$ cat config.mk
export PLATFORM = sky130hd
export DESIGN_NAME = four_channel_dma_controller
export DESIGN_NICKNAME = d
export VERILOG_FILES = /design/src/hdl/fdma_pkg.sv /design/src/hdl/fdma_datapath.sv /design/src/hdl/fdma_controller.sv /design/src/hdl/four_channel_dma_controller.sv
export VERILOG_INCLUDE_DIRS = /design/src /design/src/hdl
export SDC_FILE = /design/constraint.sdc
export NUM_CORES = 2
export LEC_CHECK = 0
export CORE_ASPECT_RATIO = 0.9
export CORE_MARGIN = 8
export CORE_UTILIZATION = 60
export DETAILED_ROUTE_END_ITERATION = 7
export DONT_BUFFER_PORTS = 1
export PLACE_DENSITY = 0.82
export SLEW_MARGIN = 15
export SYNTH_ARGS = -nofsm -noshare
export SYNTH_HDL_FRONTEND = slang
export SYNTH_SLANG_ARGS = --single-unit
export TNS_END_PERCENT = 1
$ cat constraint.sdc
create_clock -name clock -period 8.4 [get_ports clock]
set_clock_uncertainty 0.05 [all_clocks]
set_input_delay 1.68 -clock clock [delete_from_list [all_inputs] [get_ports clock]]
set_output_delay 1.68 -clock clock [all_outputs]
set_load 0.01 [all_outputs]
$ cat src/hdl/four_channel_dma_controller_macros.svh
// ----------------------------------------------------------------------------
// four_channel_dma_controller_macros
// assertion macros shared by the dma controller
// ----------------------------------------------------------------------------
`ifndef FOUR_CHANNEL_DMA_CONTROLLER_MACROS_SVH
`define FOUR_CHANNEL_DMA_CONTROLLER_MACROS_SVH

// concurrent check on rising clock, disabled in reset
`define FDMA_ASSERT(label, clk, rst, prop, msg) \
   label: assert property (@(posedge clk) disable iff (rst) (prop)) else $error(msg);

// check that also holds during reset
`define FDMA_ASSERT_ALWAYS(label, clk, prop, msg) \
   label: assert property (@(posedge clk) (prop)) else $error(msg);

`endif

$ cat src/hdl/fdma_pkg.sv
// ----------------------------------------------------------------------------
// fdma_pkg
// types and constants of the four channel dma controller
// ----------------------------------------------------------------------------
`default_nettype none

package fdma_pkg;

   localparam logic [2:0] FUNC_BUS     = 3'd0;
   localparam logic [2:0] FUNC_VBLANK  = 3'd1;
   localparam logic [2:0] FUNC_HBLANK  = 3'd2;
   localparam logic [2:0] FUNC_CAPTURE = 3'd3;
   localparam logic [2:0] FUNC_PROGRAM = 3'd4;

   localparam logic [1:0] OP_NONE  = 2'd0;
   localparam logic [1:0] OP_READ  = 2'd1;
   localparam logic [1:0] OP_WRITE = 2'd2;

   localparam logic [1:0] MODE_INC    = 2'd0;
   localparam logic [1:0] MODE_DEC    = 2'd1;
   localparam logic [1:0] MODE_RELOAD = 2'd3;

   localparam logic [31:0] LOW_LIMIT = 32'h0200_0000;

   typedef enum logic [1:0] {
      ST_IDLE,
      ST_READ,
      ST_WRITE
   } state_type;

   // controller to datapath
   typedef struct packed {
      logic       trig;
      logic [1:0] trig_timing;
      logic       trig_only3;
      logic       load;
      logic       do_read;
      logic       do_write;
      logic       read_skip;
   } cmd_type;

   // datapath to controller
   typedef struct packed {
      logic       any_running;
      logic [1:0] sel;
      logic       skip_read;
   } status_type;

endpackage

`default_nettype wire

$ cat src/hdl/fdma_datapath.sv
// ----------------------------------------------------------------------------
// fdma_datapath
// channel registers, address stepping and bus result generation
// ----------------------------------------------------------------------------
`default_nettype none

module fdma_datapath #(
   parameter int ADDR_WIDTH  = 32,
   parameter int COUNT_WIDTH = 17
) (
   input  wire                      clock,
   input  wire                      reset,
   input  wire                      en,
   input  fdma_pkg::cmd_type        cmd,
   input  wire  [1:0]               cur_ch,
   input  wire  [1:0]               channel,
   input  wire  [31:0]              source_addr,
   input  wire  [31:0]              target_addr,
   input  wire  [15:0]              unit_count,
   input  wire  [10:0]              control,
   input  wire  [31:0]              read_data,
   output fdma_pkg::status_type     status,
   output logic [1:0]               bus_op,
   output logic [31:0]              bus_addr,
   output logic                     bus_word,
   output logic [31:0]              write_data,
   output logic                     idle,
   output logic [3:0]               irq_mask,
   output logic                     cart_irq
);
   import fdma_pkg::*;

   logic [3:0]             run_ff, run_in, ena_ff, ena_in;
   logic [9:0]             mode_ff [4], mode_in [4];
   logic [ADDR_WIDTH-1:0]  src_ff [4], src_in [4], tgt_ff [4], tgt_in [4];
   logic [ADDR_WIDTH-1:0]  btgt_ff [4], btgt_in [4];
   logic [COUNT_WIDTH-1:0] cnt_ff [4], cnt_in [4], bcnt_ff [4], bcnt_in [4];
   logic [31:0]            lat_ff [4], lat_in [4];

   function automatic logic [ADDR_WIDTH-1:0] step(logic [ADDR_WIDTH-1:0] a,
                                                  logic [1:0] m, logic w);
      logic [ADDR_WIDTH-1:0] d;
      d = w ? ADDR_WIDTH'(4) : ADDR_WIDTH'(2);
      if (m == MODE_INC || m == MODE_RELOAD) return a + d;
      else if (m == MODE_DEC) return a - d;
      else return a;
   endfunction

   logic [COUNT_WIDTH-1:0] n;
   logic [31:0] s32, t32, al, d;
   logic [9:0]  sm, wm;
   logic [COUNT_WIDTH-1:0] cdec;

   always_comb begin
      status.any_running = |run_ff;
      priority if (run_ff[0]) status.sel = 2'd0;
      else if (run_ff[1]) status.sel = 2'd1;
      else if (run_ff[2]) status.sel = 2'd2;
      else status.sel = 2'd3;
      sm = mode_ff[status.sel];
      s32 = 32'(src_ff[status.sel]);
      status.skip_read = s32 < LOW_LIMIT;
   end

   always_comb begin
      run_in = run_ff; ena_in = ena_ff;
      mode_in = mode_ff; src_in = src_ff; tgt_in = tgt_ff; btgt_in = btgt_ff;
      cnt_in = cnt_ff; bcnt_in = bcnt_ff; lat_in = lat_ff;
      bus_op = OP_NONE; bus_addr = '0; bus_word = 1'b0; write_data = '0;
      idle = 1'b0; irq_mask = '0; cart_irq = 1'b0;
      n = unit_count == 16'd0 ? COUNT_WIDTH'(17'h10000) : COUNT_WIDTH'(unit_count);
      wm = mode_ff[cur_ch];
      t32 = 32'(tgt_ff[cur_ch]);
      d = read_data;
      cdec = cnt_ff[cur_ch] - COUNT_WIDTH'(1);
      al = '0;
      if (cmd.trig) begin
         for (int c = 0; c < 4; c++)
            if ((!cmd.trig_only3 || c == 3) && ena_ff[c] && mode_ff[c][7:6] == cmd.trig_timing)
               run_in[c] = 1'b1;
      end
      if (cmd.load) begin
         mode_in[channel] = control[9:0];
         ena_in[channel] = control[10];
         src_in[channel] = ADDR_WIDTH'(source_addr);
         tgt_in[channel] = ADDR_WIDTH'(target_addr);
         btgt_in[channel] = ADDR_WIDTH'(target_addr);
         cnt_in[channel] = n;
         bcnt_in[channel] = n;
         run_in[channel] = control[10] && control[7:6] == 2'd0;
      end
      if (cmd.do_read) begin
         if (cmd.read_skip) idle = 1'b1;
         else begin
            bus_op = OP_READ;
            bus_addr = sm[5] ? {s32[31:2], 2'b00} : {s32[31:1], 1'b0};
            bus_word = sm[5];
         end
         if (sm[1:0] != MODE_RELOAD)
            src_in[status.sel] = step(src_ff[status.sel], sm[1:0], sm[5]);
      end
      if (cmd.do_write) begin
         if (!wm[5]) d = {read_data[15:0], read_data[15:0]};
         if (!cmd.read_skip) lat_in[cur_ch] = d;
         if (t32 < LOW_LIMIT) idle = 1'b1;
         else begin
            al = wm[5] ? {t32[31:2], 2'b00} : {t32[31:1], 1'b0};
            bus_op = OP_WRITE;
            bus_addr = al;
            bus_word = wm[5];
            write_data = al[1] ? {16'd0, lat_in[cur_ch][31:16]} : lat_in[cur_ch];
         end
         tgt_in[cur_ch] = step(tgt_ff[cur_ch], wm[3:2], wm[5]);
         cnt_in[cur_ch] = cdec;
         if (cdec == '0) begin
            run_in[cur_ch] = 1'b0;
            if (wm[3:2] == MODE_RELOAD) tgt_in[cur_ch] = btgt_ff[cur_ch];
            if (wm[4]) cnt_in[cur_ch] = bcnt_ff[cur_ch];
            else ena_in[cur_ch] = 1'b0;
            if (wm[8]) irq_mask[cur_ch] = 1'b1;
            if (wm[9] && cur_ch == 2'd3) cart_irq = 1'b1;
         end
      end
   end

   always_ff @(posedge clock) begin
      if (reset) begin
         run_ff <= '0; ena_ff <= '0;
         for (int c = 0; c < 4; c++) begin
            mode_ff[c] <= '0; src_ff[c] <= '0; tgt_ff[c] <= '0; btgt_ff[c] <= '0;
            cnt_ff[c] <= '0; bcnt_ff[c] <= '0; lat_ff[c] <= '0;
         end
      end else if (en) begin
         run_ff <= run_in; ena_ff <= ena_in; mode_ff <= mode_in;
         src_ff <= src_in; tgt_ff <= tgt_in; btgt_ff <= btgt_in;
         cnt_ff <= cnt_in; bcnt_ff <= bcnt_in; lat_ff <= lat_in;
      end
   end

endmodule

`default_nettype wire

$ cat src/hdl/fdma_controller.sv
// ----------------------------------------------------------------------------
// fdma_controller
// engine state machine: start, read, write, release
// ----------------------------------------------------------------------------
`default_nettype none

module fdma_controller (
   input  wire                   clock,
   input  wire                   reset,
   input  wire                   en,
   input  wire  [2:0]            func,
   input  wire                   bus_locked,
   input  fdma_pkg::status_type  status,
   output fdma_pkg::cmd_type     cmd,
   output logic [1:0]            cur_ch,
   output logic                  busy_next,
   output logic                  idle_ctl
);
   import fdma_pkg::*;

   state_type  state_ff, state_in;
   logic [1:0] ch_ff, ch_in;
   logic       skip_ff, skip_in;

   assign cur_ch = ch_ff;

   always_comb begin
      state_in = state_ff; ch_in = ch_ff; skip_in = skip_ff;
      cmd = '0; idle_ctl = 1'b0;
      cmd.read_skip = skip_ff;
      unique case (func)
         FUNC_VBLANK:  begin cmd.trig = 1'b1; cmd.trig_timing = 2'd1; end
         FUNC_HBLANK:  begin cmd.trig = 1'b1; cmd.trig_timing = 2'd2; end
         FUNC_CAPTURE: begin
            cmd.trig = 1'b1; cmd.trig_timing = 2'd3; cmd.trig_only3 = 1'b1;
         end
         FUNC_PROGRAM: cmd.load = 1'b1;
         FUNC_BUS: begin
            unique case (state_ff)
               ST_IDLE: if (!bus_locked && status.any_running) begin
                  state_in = ST_READ; idle_ctl = 1'b1;
               end
               ST_WRITE: begin
                  cmd.do_write = 1'b1; state_in = ST_READ;
               end
               ST_READ: if (status.any_running) begin
                  cmd.do_read = 1'b1; cmd.read_skip = status.skip_read;
                  ch_in = status.sel; skip_in = status.skip_read;
                  state_in = ST_WRITE;
               end else begin
                  idle_ctl = 1'b1; state_in = ST_IDLE; ch_in = 2'd0;
               end
               default: state_in = ST_IDLE;
            endcase
         end
         default: ;
      endcase
      busy_next = state_in != ST_IDLE;
   end

   always_ff @(posedge clock) begin
      if (reset) begin
         state_ff <= ST_IDLE; ch_ff <= 2'd0; skip_ff <= 1'b0;
      end else if (en) begin
         state_ff <= state_in; ch_ff <= ch_in; skip_ff <= skip_in;
      end
   end

endmodule

`default_nettype wire

$ cat src/hdl/four_channel_dma_controller.sv
// ----------------------------------------------------------------------------
// four_channel_dma_controller
// four channel fixed priority dma engine, channel 0 highest
// ----------------------------------------------------------------------------
// req_ carries one item: a bus cycle, a blanking or capture trigger, or a
// channel program. each accepted item yields exactly one rsp_ transfer
// describing the bus cycle (read, write or idle) and interrupt pulses.
// an item is worked in the cycle it is accepted; its result sits in an
// output register the next cycle.
// throughput is one item per cycle, set by the single channel register
// update per item; a new item is taken while a result is held as long as
// the output register is drained in the same cycle.
// when the receiver stalls (rsp_ready low with a result held) req_ready
// drops and the engine holds all state.
// a transfer starts with an idle bus cycle, then alternates read and write,
// and ends with an idle bus cycle handing the bus back.
// reset clears all channels, the engine state and the output valid flag.
// ----------------------------------------------------------------------------
`default_nettype none

module four_channel_dma_controller #(
   parameter int ADDR_WIDTH  = 32,
   parameter int COUNT_WIDTH = 17
) (
   input  wire         clock,
   input  wire         reset,
   input  wire         req_valid,
   output logic        req_ready,
   input  wire  [2:0]  req_func,
   input  wire  [1:0]  req_channel,
   input  wire  [31:0] req_source_addr,
   input  wire  [31:0] req_target_addr,
   input  wire  [15:0] req_unit_count,
   input  wire  [10:0] req_control,
   input  wire         req_bus_locked,
   input  wire  [31:0] req_read_data,
   output logic        rsp_valid,
   input  wire         rsp_ready,
   output logic [1:0]  rsp_bus_op,
   output logic [31:0] rsp_bus_addr,
   output logic        rsp_bus_word,
   output logic [31:0] rsp_write_data,
   output logic        rsp_idle_cycle,
   output logic        rsp_dma_active,
   output logic [3:0]  rsp_irq_mask,
   output logic        rsp_cart_irq
);
   import fdma_pkg::*;
   `include "four_channel_dma_controller_macros.svh"

   cmd_type    cmd;
   status_type status;
   logic [1:0] cur_ch, op;
   logic       busy_next, idle_ctl, idle_dp, word, cart, en, vld_ff;
   logic [31:0] addr, wdata;
   logic [3:0]  irq;

   assign req_ready = !vld_ff || rsp_ready;
   assign en = req_valid && req_ready;
   assign rsp_valid = vld_ff;

   fdma_controller u_ctl (
      .clock, .reset, .en, .func(req_func), .bus_locked(req_bus_locked),
      .status, .cmd, .cur_ch, .busy_next, .idle_ctl
   );

   fdma_datapath #(.ADDR_WIDTH(ADDR_WIDTH), .COUNT_WIDTH(COUNT_WIDTH)) u_dp (
      .clock, .reset, .en, .cmd, .cur_ch, .channel(req_channel),
      .source_addr(req_source_addr), .target_addr(req_target_addr),
      .unit_count(req_unit_count), .control(req_control),
      .read_data(req_read_data), .status, .bus_op(op), .bus_addr(addr),
      .bus_word(word), .write_data(wdata), .idle(idle_dp),
      .irq_mask(irq), .cart_irq(cart)
   );

   always_ff @(posedge clock) begin
      if (reset) vld_ff <= 1'b0;
      else if (en) vld_ff <= 1'b1;
      else if (rsp_ready) vld_ff <= 1'b0;
   end

   always_ff @(posedge clock) begin
      if (en) begin
         rsp_bus_op <= op; rsp_bus_addr <= addr; rsp_bus_word <= word;
         rsp_write_data <= wdata; rsp_idle_cycle <= idle_ctl | idle_dp;
         rsp_dma_active <= busy_next; rsp_irq_mask <= irq; rsp_cart_irq <= cart;
      end
   end

   `FDMA_ASSERT(a_hold, clock, reset, (rsp_valid && !rsp_ready) |-> !req_ready, "accepted while result stalled")
   `FDMA_ASSERT(a_irq, clock, reset, rsp_valid && rsp_irq_mask != 4'd0 |-> rsp_bus_op != OP_READ, "interrupt on read cycle")
   `FDMA_ASSERT(a_idle, clock, reset, rsp_valid && rsp_idle_cycle |-> rsp_bus_op == OP_NONE, "idle with bus access")

endmodule

`default_nettype wire

# Word level (Yosys, flattened, before mapping)
# Cells that the tools add are included.
# totals
regBits,776
in_bits,133
output_inout_bits,76
word_cells,258
# classes
add_sub_neg,5
n_lt_le_gt_ge,12
n_eq_ne,16
mux,134
bitwise,8
n_reduce_logical,40
# ops
operator,n
128-bit 2-to-1 mux,9
128-bit bitwise mux,7
32-bit 2-to-1 mux,24
68-bit bitwise mux,4
68-bit 2-to-1 mux,4
32-bit binary-select mux with 2-bit select,4
32-bit demux with 2-bit select,3
17-bit 2-to-1 mux,7
17-bit binary-select mux with 2-bit select,2
17-bit demux with 2-bit select,2
32-bit by 3-bit adder with 32-bit output,2
32-bit by 26-bit less-than comparator with 1-bit output (second input constant),2
32-bit by 3-bit subtractor with 32-bit output,2
10-bit binary-select mux with 2-bit select,2
40-bit bitwise mux,1
4-bit 2-to-1 mux,8
10-bit 2-to-1 mux,3
1-bit 2-to-1 mux,29
2-bit 2-to-1 mux,11
10-bit demux with 2-bit select,1
17-bit logical NOT,1
17-bit by 1-bit subtractor with 17-bit output (second input constant),1
1-bit logical AND,16
16-bit logical NOT,1
other kinds (34),69

# Logic depth before layout (Yosys ltp)
# depth
ltp_word,19
ltp_mapped,23
ltp_nobuf,15

# Modules after synthesis
# A second synthesis with hierarchy kept.
# hier_totals
cells_unflattened,4943
area_unflattened_um2,39897.0
# by_module_without_submodules
mod,n_inst,cells_each,area_each_um2
fdma_datapath,1,4817,37275.8
four_channel_dma_controller,1,80,2283.4
fdma_controller,1,46,337.8

# Worst setup path before layout
# Ideal clock, no wire load.
# synth_timing
kind,reg-to-reg
startpoint,register u_ctl.ch_ff[0] (netlist: u_ctl.cur_ch[0])
endpoint,register u_dp.tgt_ff[22] (netlist bit)
setup_ps,122
arrival_time_ps,5503
required_time_ps,8228
path_slack_ps,2726
path_stages_with_launch,20
n_path_buf,9
cell_sequence,dfxtp_1 buf_6 buf_6 buf_2 buf_2 buf_4 buf_2 buf_2 buf_2 buf_2 mux4_2 ha_1 or4_1 nor4_1 o21ai_0 or2_2 xnor2_1 nor2_1 a211oi_1 a221o_1
# synth_via
elab_chain_len,14
# synth_lines
item,line_no,rtl
from (decl),fdma_controller.sv:22,"logic [1:0] ch_ff, ch_in;"
from (signal assigned),fdma_controller.sv:65,state_ff <= state_in; ch_ff <= ch_in; skip_ff <= skip_in;
2-bit NOT with 3-bit output (not written as such) (*),n/a,
10-bit binary-select mux with 2-bit select,fdma_datapath.sv:72,wm = mode_ff[cur_ch];
10-bit 2-to-1 mux (not written as such) (2 in series),fdma_datapath.sv:72,
3-bit 2-to-1 mux,fdma_datapath.sv:43,d = w ? ADDR_WIDTH'(4) : ADDR_WIDTH'(2);
32-bit by 3-bit subtractor with 32-bit output,fdma_datapath.sv:45,else if (m == MODE_DEC) return a - d;
32-bit 2-to-1 mux,fdma_datapath.sv:45,
32-bit 2-to-1 mux,fdma_datapath.sv:44,if (m == MODE_INC || m == MODE_RELOAD) return a + d;
32-bit 2-to-1 mux,fdma_datapath.sv:102,if (cmd.do_write) begin
128-bit bitwise mux,fdma_datapath.sv:113,"tgt_in[cur_ch] = step(tgt_ff[cur_ch], wm[3:2], wm[5]);"
128-bit bitwise mux,fdma_datapath.sv:117,if (wm[3:2] == MODE_RELOAD) tgt_in[cur_ch] = btgt_ff[cur_ch];
128-bit 2-to-1 mux,fdma_datapath.sv:117,
128-bit 2-to-1 mux (*),fdma_datapath.sv:115,if (cdec == '0) begin
128-bit 2-to-1 mux (*),fdma_datapath.sv:102,
to (signal assigned),fdma_datapath.sv:135,src_ff <= src_in; tgt_ff <= tgt_in; btgt_ff <= btgt_in;
to (decl),fdma_datapath.sv:35,"logic [ADDR_WIDTH-1:0] src_ff [4], src_in [4], tgt_ff [4], tgt_in [4];"
# Mark *: on every way between the ends. The rest lies on a longest branch, timed or not. The select of a mux whose other input is x is not followed.
# A chain may end at the register's enable or synchronous reset.

# Worst setup path in the final report
# layout_timing
startpoint,register u_ctl.ch_ff[1] (netlist: u_ctl.cur_ch[1])
endpoint,register u_dp.tgt_ff[113] (netlist bit)
# The elaborated chain is that of the path after synthesis.

==> impl_metrics.ini <==
[status]
status = finished with violations
violations = max-slew violations

[route]
drc_errors = 0
ant_nets = 0
drt_first_pass_iters = 7
vias = 35500
viasPerCell = 6.91
wl_per_cell_um = 25.2
drt-initial-drc-count = 6101
wirelength_um = 130000

[synth]
synth_edf_count = 73
yosysMostFrequentCell = nand2_1
ys_warn_count = 0
ys.flop_type = dfxtp_1
ys_seq_elements = 760
postSynthAreaPerCell_sq_um = 8.25
yosysTopAreaCell = dfxtp_1
synthesis.instances = 4501
synthesis.nets = 4649
syn_area_sq_um = 37100
ys_types = 84
synth_common_cells = nand2_1 (859), dfxtp_1 (687), nor2_1 (554)
yosys.area.top_type_share = 0.370
synth-seq-area-share = 0.429
ys_top_cells_by_area = dfxtp_1 (37%), nand2_1 (8.7%), edfxtp_1 (5.9%), nor2_1 (5.6%), a21oi_1 (5.6%)
ys_async_sr_fraction = 0

[floorplanning]
die-area_sq_um = 70100
core_sq_um = 61200
fp-row-count = 86
initial_core_util = 0.607
die_h_um = 252
io_pins = 209
dieWidth_um = 278

[power_and_ir_drop]
peakVddDrop_uv = 154
power.share.sequential = 0.494
clkPwrFrac = 0.472
p_sw_frac = 0.224
power_density_nw_per_um2 = 189
combinationalPowerShare = 0.034
leakage_uw = 0.0132
net-switching-power_uw = 1690
internal-power_uw = 5850

[critical_path]
crit_chain = buf_4 > mux4_2 > inv_1 > ha_1 > inv_1 > fa_1 > nand2b_1 > nor3_1 > nand3_1 > nand2_1 > nor2_1 > nor3b_1 > a211oi_1 > nor4_2
critPathArrivalTime_ns = 6.25
path_class = flip-flop to flip-flop
critPathMaxStageDelay_ns = 0.73
cp_max_fo = 33
endpoint_kind = flip-flop
worstPathRequired_ns = 8.89
critPathMostFrequentCell = inv_1
rr_worst_depth = 14
slowest_stage = mux4_2
startpoint_type = flip-flop

[sta]
tightest_slew_ns = 2.00
hold_viol = 0
slew_violations = 262
finalCritPeriodShare = 0.686
max_freq_ghz = 0.174
slew_headroom = -0.333
fin_tns_setup_ns = 0
rsz0062_at_grt = no
min_period_ns = 5.76
timing.hold.ws_ns = 0.397
setup_violations = 0

[clock_network]
clk_latency_ns = 0.65
numCtsBuffers = 77
htree_levels = 3
clock-sinks = 760
cts.repair.resized = 0
cts_tree = yes
clock-root-buffer = clkbuf_16
path_clk_slew_ns = 0.06
postCtsSetupBuffers = 0
clockBufferDepth = 3
ctsHoldBuffers = 0

[cells_and_area]
fin_cells = 5131
final_util = 0.653
drive_above_1_share = 0.0976
layout.nets = 4423
syn2layout_area_growth_pct = 7.62

[placed_design]
dp_hpwl_um = 78900
dp_cells = 4986
gp_congestion = 0.996
port_buffers = 0

[hold_path]
hold-path-cell-count = 2
hold_path.class = flip-flop to flip-flop

[job]
max_cap_violations = 0

[global_route]
grt_start_max_net_pins = 542
antenna_found_initial = 6
grt_pass1_wl_um = 195000
groute.usage.overall = 0.350
grt_overflow_total = 0
grt_pass1_vias = 33100
-- stage by stage --
stage	total power [uW]	setup slack, ns	instance area, sq um
after floorplan	4030	2.73	37100
after global placement	4050	2.87	37300
after detailed placement	4050	2.78	37300
after CTS	7540	2.89	39900
after global routing	7710	2.56	40000
final	7540	2.64	40000
-- placed cells by master, fill, tap and decap left out, types with 18 or more instances in the layout --
| cell | Yosys | final |
|---|---|---|
| and2_1 | 19 | 18 |
| a21oi_1 | 414 | 411 |
| dfxtp_1 | 687 | 683 |
| o21ai_0 | 256 | 256 |
| o22ai_1 | 41 | 41 |
| nand2_1 | 859 | 853 |
| o211ai_1 | 22 | 22 |
| xor2_1 | 24 | 24 |
| nor4_2 | 35 | 36 |
| a31oi_1 | 30 | 30 |
| mux2i_1 | 53 | 52 |
| xnor2_1 | 47 | 47 |
| and3_1 | 36 | 36 |
| nor3_1 | 49 | 44 |
| nand3_1 | 37 | 37 |
| edfxtp_1 | 73 | 73 |
| nand2b_1 | 26 | 26 |
| buf_4 | 11 | 77 |
| clkbuf_8 | 0 | 19 |
| mux4_2 | 85 | 85 |
| o31ai_1 | 25 | 25 |
| o21ai_1 | 38 | 38 |
| a22oi_1 | 129 | 129 |
| inv_1 | 38 | 37 |
| nor4_1 | 59 | 58 |
| a211oi_1 | 162 | 162 |
| mux2_2 | 20 | 20 |
| a22o_1 | 18 | 18 |
| nor2_1 | 554 | 540 |
| clkbuf_16 | 0 | 82 |
-- worst paths after layout --
path	to	from	slack, ns
setup reg to reg	u_dp.tgt_ff[113]$_SDFFE_PP0P_	u_ctl.cur_ch[1]$_SDFFE_PP0P_	2.64
hold / removal	u_dp.btgt_ff[92]$_SDFFE_PP0P_	u_dp.btgt_ff[92]$_SDFFE_PP0P_	0.40
hold reg to reg	u_dp.btgt_ff[92]$_SDFFE_PP0P_	u_dp.btgt_ff[92]$_SDFFE_PP0P_	0.40
setup / recovery	u_dp.tgt_ff[113]$_SDFFE_PP0P_	u_ctl.cur_ch[1]$_SDFFE_PP0P_	2.64
-- cells by family (layout without fill, tap and decap cells) --
logic type,Yosys count,after routing,share of synthesized area
other,1,4,0.000101
flip-flops,760,760,0.429
buffers and inverters,422,257,0.0464
adder cells (fa/ha/maj),15,15,0.00546
multiplexers,158,158,0.0719
AO/OA/AOI/OAI,1274,1274,0.215
XOR/XNOR,71,71,0.0167
AND/OR/NAND/NOR,1800,1800,0.215
-- flip-flops by register name (all words and copies together), names as in the netlist --
signal and count:
u_dp.lat_ff 128, u_dp.btgt_ff 124, u_dp.src_ff 124, u_dp.tgt_ff 124, u_dp.bcnt_ff 68, u_dp.cnt_ff 68
u_dp.mode_ff 37, rsp_write_data 32, rsp_bus_addr 31, rsp_irq_mask 4, u_dp.ena_ff 4, u_dp.run_ff 4
rsp_bus_op 2, u_ctl.cur_ch 2, u_ctl.state_ff 2, rsp_bus_word 1, rsp_cart_irq 1, rsp_dma_active 1
rsp_idle_cycle 1, rsp_valid 1, u_ctl.skip_ff 1
-- per-layer routing --
| layer | routed length [um] | vias to the layer above | global-route usage |
|---|---|---|---|
| met5 | 41 | - | 0 |
| met3 | 17900 | 552 | 0.0983 |
| met1 | 47600 | 16700 | 0.450 |
| met2 | 56500 | 2620 | 0.532 |
| li1 | - | 15600 | - |
| met4 | 7560 | 6 | 0.190 |
-- critical path: cells and delay by family (launching register included) --
kind / cells / cell delay [ns]
adder cells (fa/ha/maj): 2 / 0.86
buffers and inverters: 3 / 1.29
AND/OR/NAND/NOR: 7 / 1.92
AO/OA/AOI/OAI: 1 / 0.14
flip-flops: 1 / 0.66
multiplexers: 1 / 0.73
-- layout make-up --
class / count / area (sq um)
Inverter: 38 / 148
Timing Repair Buffer: 79 / 618
Tap cell: 792 / 991
Clock buffer: 117 / 2370
Sequential cell: 760 / 16000
Fill cell: 4982 / 21200
Clock inverter: 23 / 240
Antenna cell: 3 / 7.51
Multi-Input combinational cell: 3319 / 19600
-- power groups by stage --
| stage | sequential [uW] | combinational, uW | clock [uW] |
|---|---|---|---|
| global placement | 3810 | 240 | 0 |
| floorplan | 3800 | 228 | 0 |
| global route | 3730 | 268 | 3710 |
| finish | 3730 | 256 | 3560 |
| detailed placement | 3810 | 243 | 0 |
| CTS | 3730 | 245 | 3560 |
(Power assumes the default switching activity.)
